$ cat config.mk
export PLATFORM = sky130hd
export DESIGN_NAME = hilp_front
export DESIGN_NICKNAME = d
export VERILOG_FILES = /design/src/rtl/core/hilp_pkg.sv /design/src/rtl/core/hilp_front.sv
export VERILOG_INCLUDE_DIRS = /design/src /design/src/rtl/core
export SDC_FILE = /design/constraint.sdc
export NUM_CORES = 1
export LEC_CHECK = 0
export BUFFER_PORTS_ARGS = -buffer_cell sky130_fd_sc_hd__buf_2
export CORE_MARGIN = 10
export CORE_UTILIZATION = 45
export CTS_CLUSTER_DIAMETER = 120
export DETAILED_ROUTE_END_ITERATION = 10
export GPL_TIMING_DRIVEN = 0
export PLACE_DENSITY = 0.79
export SLEW_MARGIN = 20
export SYNTH_ARGS = -nofsm -noshare
export SYNTH_HDL_FRONTEND = slang
export SYNTH_SLANG_ARGS = --single-unit
$ cat constraint.sdc
create_clock -name aclk -period 2.55 [get_ports aclk]
set_input_delay 0.6375 -clock aclk [delete_from_list [all_inputs] [get_ports aclk]]
set_output_delay 0.6375 -clock aclk [all_outputs]
set_load 0.005 [all_outputs]
$ cat src/rtl/core/hash_index_linear_probe_insert_assert.svh
// Assertion macros shared by the hash index insert RTL.
`ifndef HASH_INDEX_LINEAR_PROBE_INSERT_ASSERT_SVH
`define HASH_INDEX_LINEAR_PROBE_INSERT_ASSERT_SVH

// Same-cycle implication, checked outside reset.
`define HILP_ASSERT_NOW(lbl, clk, rstn, ante, cons, msg) \
    lbl: assert property (@(posedge clk) disable iff (!(rstn)) (ante) |-> (cons)) \
        else $error(msg);

// Next-cycle implication, checked outside reset.
`define HILP_ASSERT_NEXT(lbl, clk, rstn, ante, cons, msg) \
    lbl: assert property (@(posedge clk) disable iff (!(rstn)) (ante) |=> (cons)) \
        else $error(msg);

`endif

$ cat src/rtl/core/hilp_pkg.sv
// Shared constants for the hash index linear probe insert block.
package hilp_pkg;

    // Default table geometry
    localparam int MAX_SLOTS_DEF  = 1024;
    localparam int INDEX_BITS_DEF = 16;

    // Fixed field widths
    localparam int HASH_BITS       = 32;
    localparam int SLOT_FIELD_BITS = 10;
    localparam int CFG_BITS        = 4;

    // Size register reset value
    localparam logic [CFG_BITS-1:0] CFG_SIZE_RESET = 4'd10;

    // Result status codes
    localparam logic STATUS_STORED  = 1'b0;
    localparam logic STATUS_REFUSED = 1'b1;

endpackage

$ cat src/rtl/core/hilp_front.sv
// Front end: accepts inserts, computes home slot and size mask, queues them.
`include "hash_index_linear_probe_insert_assert.svh"

module hilp_front #(
    parameter int SLOT_BITS  = 10,
    parameter int INDEX_BITS = 16
) (
    input  logic                           aclk,
    input  logic                           aresetn,
    input  logic [hilp_pkg::CFG_BITS-1:0]  size_log2,
    input  logic                           accept_en,
    input  logic                           s_valid,
    output logic                           s_ready,
    input  logic [hilp_pkg::HASH_BITS-1:0] s_key_hash,
    input  logic [INDEX_BITS-1:0]          s_key_index,
    output logic                           q_valid,
    input  logic                           q_ready,
    output logic [SLOT_BITS-1:0]           q_home,
    output logic [SLOT_BITS-1:0]           q_mask,
    output logic [INDEX_BITS-1:0]          q_value
);

    localparam int QDEPTH = 2;

    logic [SLOT_BITS-1:0]  mask;
    logic [SLOT_BITS-1:0]  home;
    logic [SLOT_BITS-1:0]  home_q_reg  [QDEPTH];
    logic [SLOT_BITS-1:0]  mask_q_reg  [QDEPTH];
    logic [INDEX_BITS-1:0] value_q_reg [QDEPTH];
    logic                  wr_ptr_reg, wr_ptr_next;
    logic                  rd_ptr_reg, rd_ptr_next;
    logic [1:0]            cnt_reg, cnt_next;
    logic                  push, pop;

    // Size mask, saturated at the physical table size
    always_comb begin
        for (int i = 0; i < SLOT_BITS; i++) begin
            mask[i] = (int'(size_log2) > i);
        end
    end

    assign home = s_key_hash[SLOT_BITS-1:0] & mask;

    // Queue handshake
    assign s_ready = accept_en && (cnt_reg != 2'(QDEPTH));
    assign push    = s_valid && s_ready;
    assign q_valid = (cnt_reg != 2'd0);
    assign pop     = q_valid && q_ready;

    assign q_home  = home_q_reg[rd_ptr_reg];
    assign q_mask  = mask_q_reg[rd_ptr_reg];
    assign q_value = value_q_reg[rd_ptr_reg];

    // Queue pointers and fill count
    always_comb begin
        wr_ptr_next = push ? !wr_ptr_reg : wr_ptr_reg;
        rd_ptr_next = pop ? !rd_ptr_reg : rd_ptr_reg;
        cnt_next    = cnt_reg + 2'(push) - 2'(pop);
    end

    always_ff @(posedge aclk) begin
        if (!aresetn) begin
            wr_ptr_reg <= 1'b0;
            rd_ptr_reg <= 1'b0;
            cnt_reg    <= 2'd0;
        end else begin
            wr_ptr_reg <= wr_ptr_next;
            rd_ptr_reg <= rd_ptr_next;
            cnt_reg    <= cnt_next;
        end
    end

    // Queue storage
    always_ff @(posedge aclk) begin
        if (push) begin
            home_q_reg[wr_ptr_reg]  <= home;
            mask_q_reg[wr_ptr_reg]  <= mask;
            value_q_reg[wr_ptr_reg] <= s_key_index;
        end
    end

    `HILP_ASSERT_NOW(a_front_cnt_range, aclk, aresetn, 1'b1, cnt_reg <= 2'(QDEPTH),
        "front queue count out of range")
    `HILP_ASSERT_NOW(a_front_no_overflow, aclk, aresetn, push, cnt_reg != 2'(QDEPTH),
        "front queue written while full")
    `HILP_ASSERT_NEXT(a_front_cnt_track, aclk, aresetn, push && !pop,
        cnt_reg == $past(cnt_reg) + 2'd1, "front queue count lost a transaction")

endmodule

* After elaboration in Yosys (flattened, before gate mapping) *
Memory sizes are Yosys's and may differ from the RTL's. A register that Yosys moved wholly into a read port is not among the register bits.
Cells that the tools add are included.

word-level totals
  register bits = 4
  bits in writable memories = 72
  bits of input ports = 57
  output and inout bits = 38
  logic and storage cells = 34
  memories = 3

cells by class
  $add $sub $neg = 2
  order comparisons = 10
  equal/unequal tests = 1
  multiplexer cells = 8
  bitwise logic cells = 1
  reductions and logical operators = 6

memory list
  name         depth  bits a word  rd ports  clocked after memory_dff  wr ports  line              text
  value_q_reg  2      16           1         1                         1         hilp_front.sv:29  logic [INDEX_BITS-1:0] value_q_reg [QDEPTH];
  home_q_reg   2      10           1         1                         1         hilp_front.sv:27  logic [SLOT_BITS-1:0] home_q_reg [QDEPTH];
  mask_q_reg   2      10           1         1                         1         hilp_front.sv:28  logic [SLOT_BITS-1:0] mask_q_reg [QDEPTH];

operator list
  kind                                                 count
  > comparator 4 x 3 -> 1 bit (second input constant)  4
  AND 10 bit                                           1
  > comparator 4 x 1 -> 1 bit (second input constant)  2
  > comparator 4 x 2 -> 1 bit (second input constant)  2
  > comparator 4 bit (second input constant)           2
  two-way mux 1 bit                                    8
  logical AND 1 bit                                    3
  adder 2 x 1 -> 2 bit                                 1
  logical NOT 1 bit                                    2
  != test 2 bit (second input constant)                1
  nonzero test 2 bit                                   1
  subtractor 2 x 1 -> 2 bit                            1

* Depth between registers and ports, before layout *
  depth after elaboration = 5
  gate-level depth with buffers = 8
  depth with buffers taken out = 8

* Worst setup path after synthesis *
No wires, ideal clock.

  kind = input -> register
  from = input s_valid
  to = memory home_q_reg[0][0] (enable)
  library setup time = 0.429 ns
  data arrival time = 2.301 ns
  required time = 2.121 ns
  path slack = -0.180 ns
  stages on the path = 2
  buffers on the path = 0
  path through = nand3_1 nor2_1

on the way
  cells in the longest elaborated chain, start to end = 3

ends and longest elaborated chain
  what                                     line              text
  start: declaration                       hilp_front.sv:12  input logic s_valid,
  logical AND 1 bit                        hilp_front.sv:46  assign push = s_valid && s_ready;
  two-way mux 1 bit                        hilp_front.sv:75  if (push) begin
  two-way mux 1 bit (implied by the code)  hilp_front.sv:76  home_q_reg[wr_ptr_reg] <= home;
  end: declaration                         hilp_front.sv:27

Every way passes these cells.

==> metrics.cfg <==
[outcome]
outcome=finished, final reports clean

[clocking]
clkTransAtPathRegs_ps=80
clockBufferDepth=2
cts_hold_buf=0
cts_inserted_buffers=9
clock-sinks=77
htreeDepth=3
insertion_delay_ps=330
cts_setup_buffers=0
cts-root-buf=clkbuf_8
post_cts_resized=0
tritoncts=yes

[routing]
ant_nets=0
wl_per_cell_um=17.06
routed_wl_um=5544
drt_pass1_iterations=4
drt_iter0_markers=36
vias=1610
via_per_inst=4.954
drc_errors=0

[die]
design.core.area_sq_mm=0.006386
initial_utilization_pct=46.67
dieArea_sq_mm=0.01028
die_w_um=101.4
rows=29
io_pins=95
die_h_um=101.4

[synth]
netlist_area_sq_mm=0.002980
synth_cells=158
yosysWarnings=0
synth_area_per_cell_sq_um=18.86
synth-seq-cells=77
yosysTopAreaCellShare_pct=72.54
syn-num-nets=217
ys_types=26
synth_top_area_cell=edfxtp_1
synth_top_cells_by_area=edfxtp_1, mux2_2, dfxtp_1
ys_seq_area_share_pct=75.90

[critical_path]
endpoint_kind=output port
start_kind=flip-flop
cpPeakStageDelay_ps=380
path_cells=buf_2, buf_2, mux2_2, buf_2
slowest_stage=mux2_2
path_class=reg -> out
crit_arrival_ps=1690
crit_top_cell=buf_2
cp_data_required_time_ps=1910
crit_fanout=10

[power_and_ir_drop]
power_density_mw_per_mm2=848.1
vdd_drop_max_mv=0.5152
power.leakage_nw=1.390

[final_layout]
drive_gt1_share_pct=57.26
finish.utilization_pct=58.17
nFillCells=512
final_cell_mix=buf_2, edfxtp_1, mux2_2
layout_commonest_cell=buf_2
n_antenna_cell=0
largest_register_ffs=32
area_delta_synth_final_pct=24.64
final_nets=302

[global_routing]
grt_pass1_wl_um=8569
grtUsageTotal_pct=10.93
antenna_found_initial=0
gr-total-overflow=0
grt_max_degree=22
grt_pass1_vias=1740

[worst_hold_path]
hold_class=in -> reg

[sta]
rsz0062_at_grt=false
maxClockFrequency_ghz=0.4301
worst_slew_pin_slew_ps=688.0
slew_headroom_pct=54.02
setup_viol=0
fin_crit_sh_pct=91.17
hold_viol=0
slew_viol_final=0
fin_skew_ps=5.369
setup_ws_ps=225.1
min_period_ps=2325

[placed_design]
post-place-ws_ps=478.7
place_congestion=0.6848
portBuffers=72
dp_hpwl_um=4052

[job]
cap_violations=0

worst max-delay path: cells and delay by family (launching register included):
kind                   cells  cell delay [ps]
buffers and inverters      3              660
muxes                      1              380
DFF                        1              310
worst paths after layout:
| path | from | cells past startpoint | slack, ps | endpoint |
|---|---|---|---|---|
| hold / removal | s_key_index[0] | 1 | 490 | value_q_reg[1][0] |
| setup / recovery | flip-flop | 4 | 230 | q_home[5] |
| hold reg to reg | wr_ptr_reg | 2 | 540 | wr_ptr_reg |
| setup reg to reg | cnt_reg[0] | 4 | 700 | mask_q_reg[0][9] |
per-stage QoR:
step           instance area [sq um]  cells  hold slack [ps]  setup TNS, ps  power (mW)
4_1_cts                         3715    325            466.6              0       3.208
5_1_grt                         3715    325            472.4              0       3.310
2_1_floorplan                   2983    158            466.0              0       1.942
3_3_place_gp                    3440    307            474.5         -11540       2.197
3_5_place_dp                    3501    309            529.4              0       2.236
6_report                        3715    325            487.9              0       3.151
power breakdown:
| part | internal [mW] | switching [mW] |
|---|---|---|
| combinational | 0.356 | 0.304 |
| clock | 0.545 | 0.421 |
| sequential | 1.49 | 0.0329 |
| total | 2.39 | 0.758 |
routing by layer:
layer | GRT usage [%] | share of wire [%] | vias up
li1 | - | - | 772
met1 | 11.85 | 41 | 776
met2 | 18.02 | 50 | 55
met3 | 4.765 | 8.8 | 7
met4 | 5.145 | 0.76 | 0
met5 | 0 | 0 | -
synth_stat cells:
cell / count
edfxtp_1: 72
mux2_2: 36
and2_1: 11
buf_2: 5
dfxtp_1: 5
nand2b_1: 3
xnor2_1: 3
ha_1: 2
nor2b_1: 2
o21a_1: 2
or2_2: 2
a21o_1: 1
a21o_2: 1
a31o_2: 1
and2_2: 1
and2_4: 1
and3_1: 1
inv_1: 1
mux2i_1: 1
nand2_1: 1
nand3_1: 1
nor2_1: 1
o21ai_0: 1
o31a_2: 1
or2_4: 1
or3_4: 1
kinds of logic after synthesis:
logic type,after synthesis,share of synthesized area [%]
AOI/OAI and AO/OA,7,1.847
xor gates and xnor gates,3,0.8818
adders and majority gates,2,0.8395
buffers and inverters,6,0.9653
DFF,77,75.90
muxes,37,13.94
and+or+nand+nor,26,5.625
final cells by class:
cell class | count | area [sq um] | share of cell area, %
inverters | 1 | 3.754 | 0.1010
well taps | 77 | 96.34 | 2.593
multi-input cells | 75 | 698.2 | 18.79
plain buffers | 5 | 25.02 | 0.6736
repair buffers | 74 | 415.4 | 11.18
clock buffers | 9 | 123.9 | 3.334
flip-flops and latches | 77 | 2262 | 60.90
clock inverters | 7 | 90.09 | 2.425
Note: power is estimated with default switching activity, not from simulation.
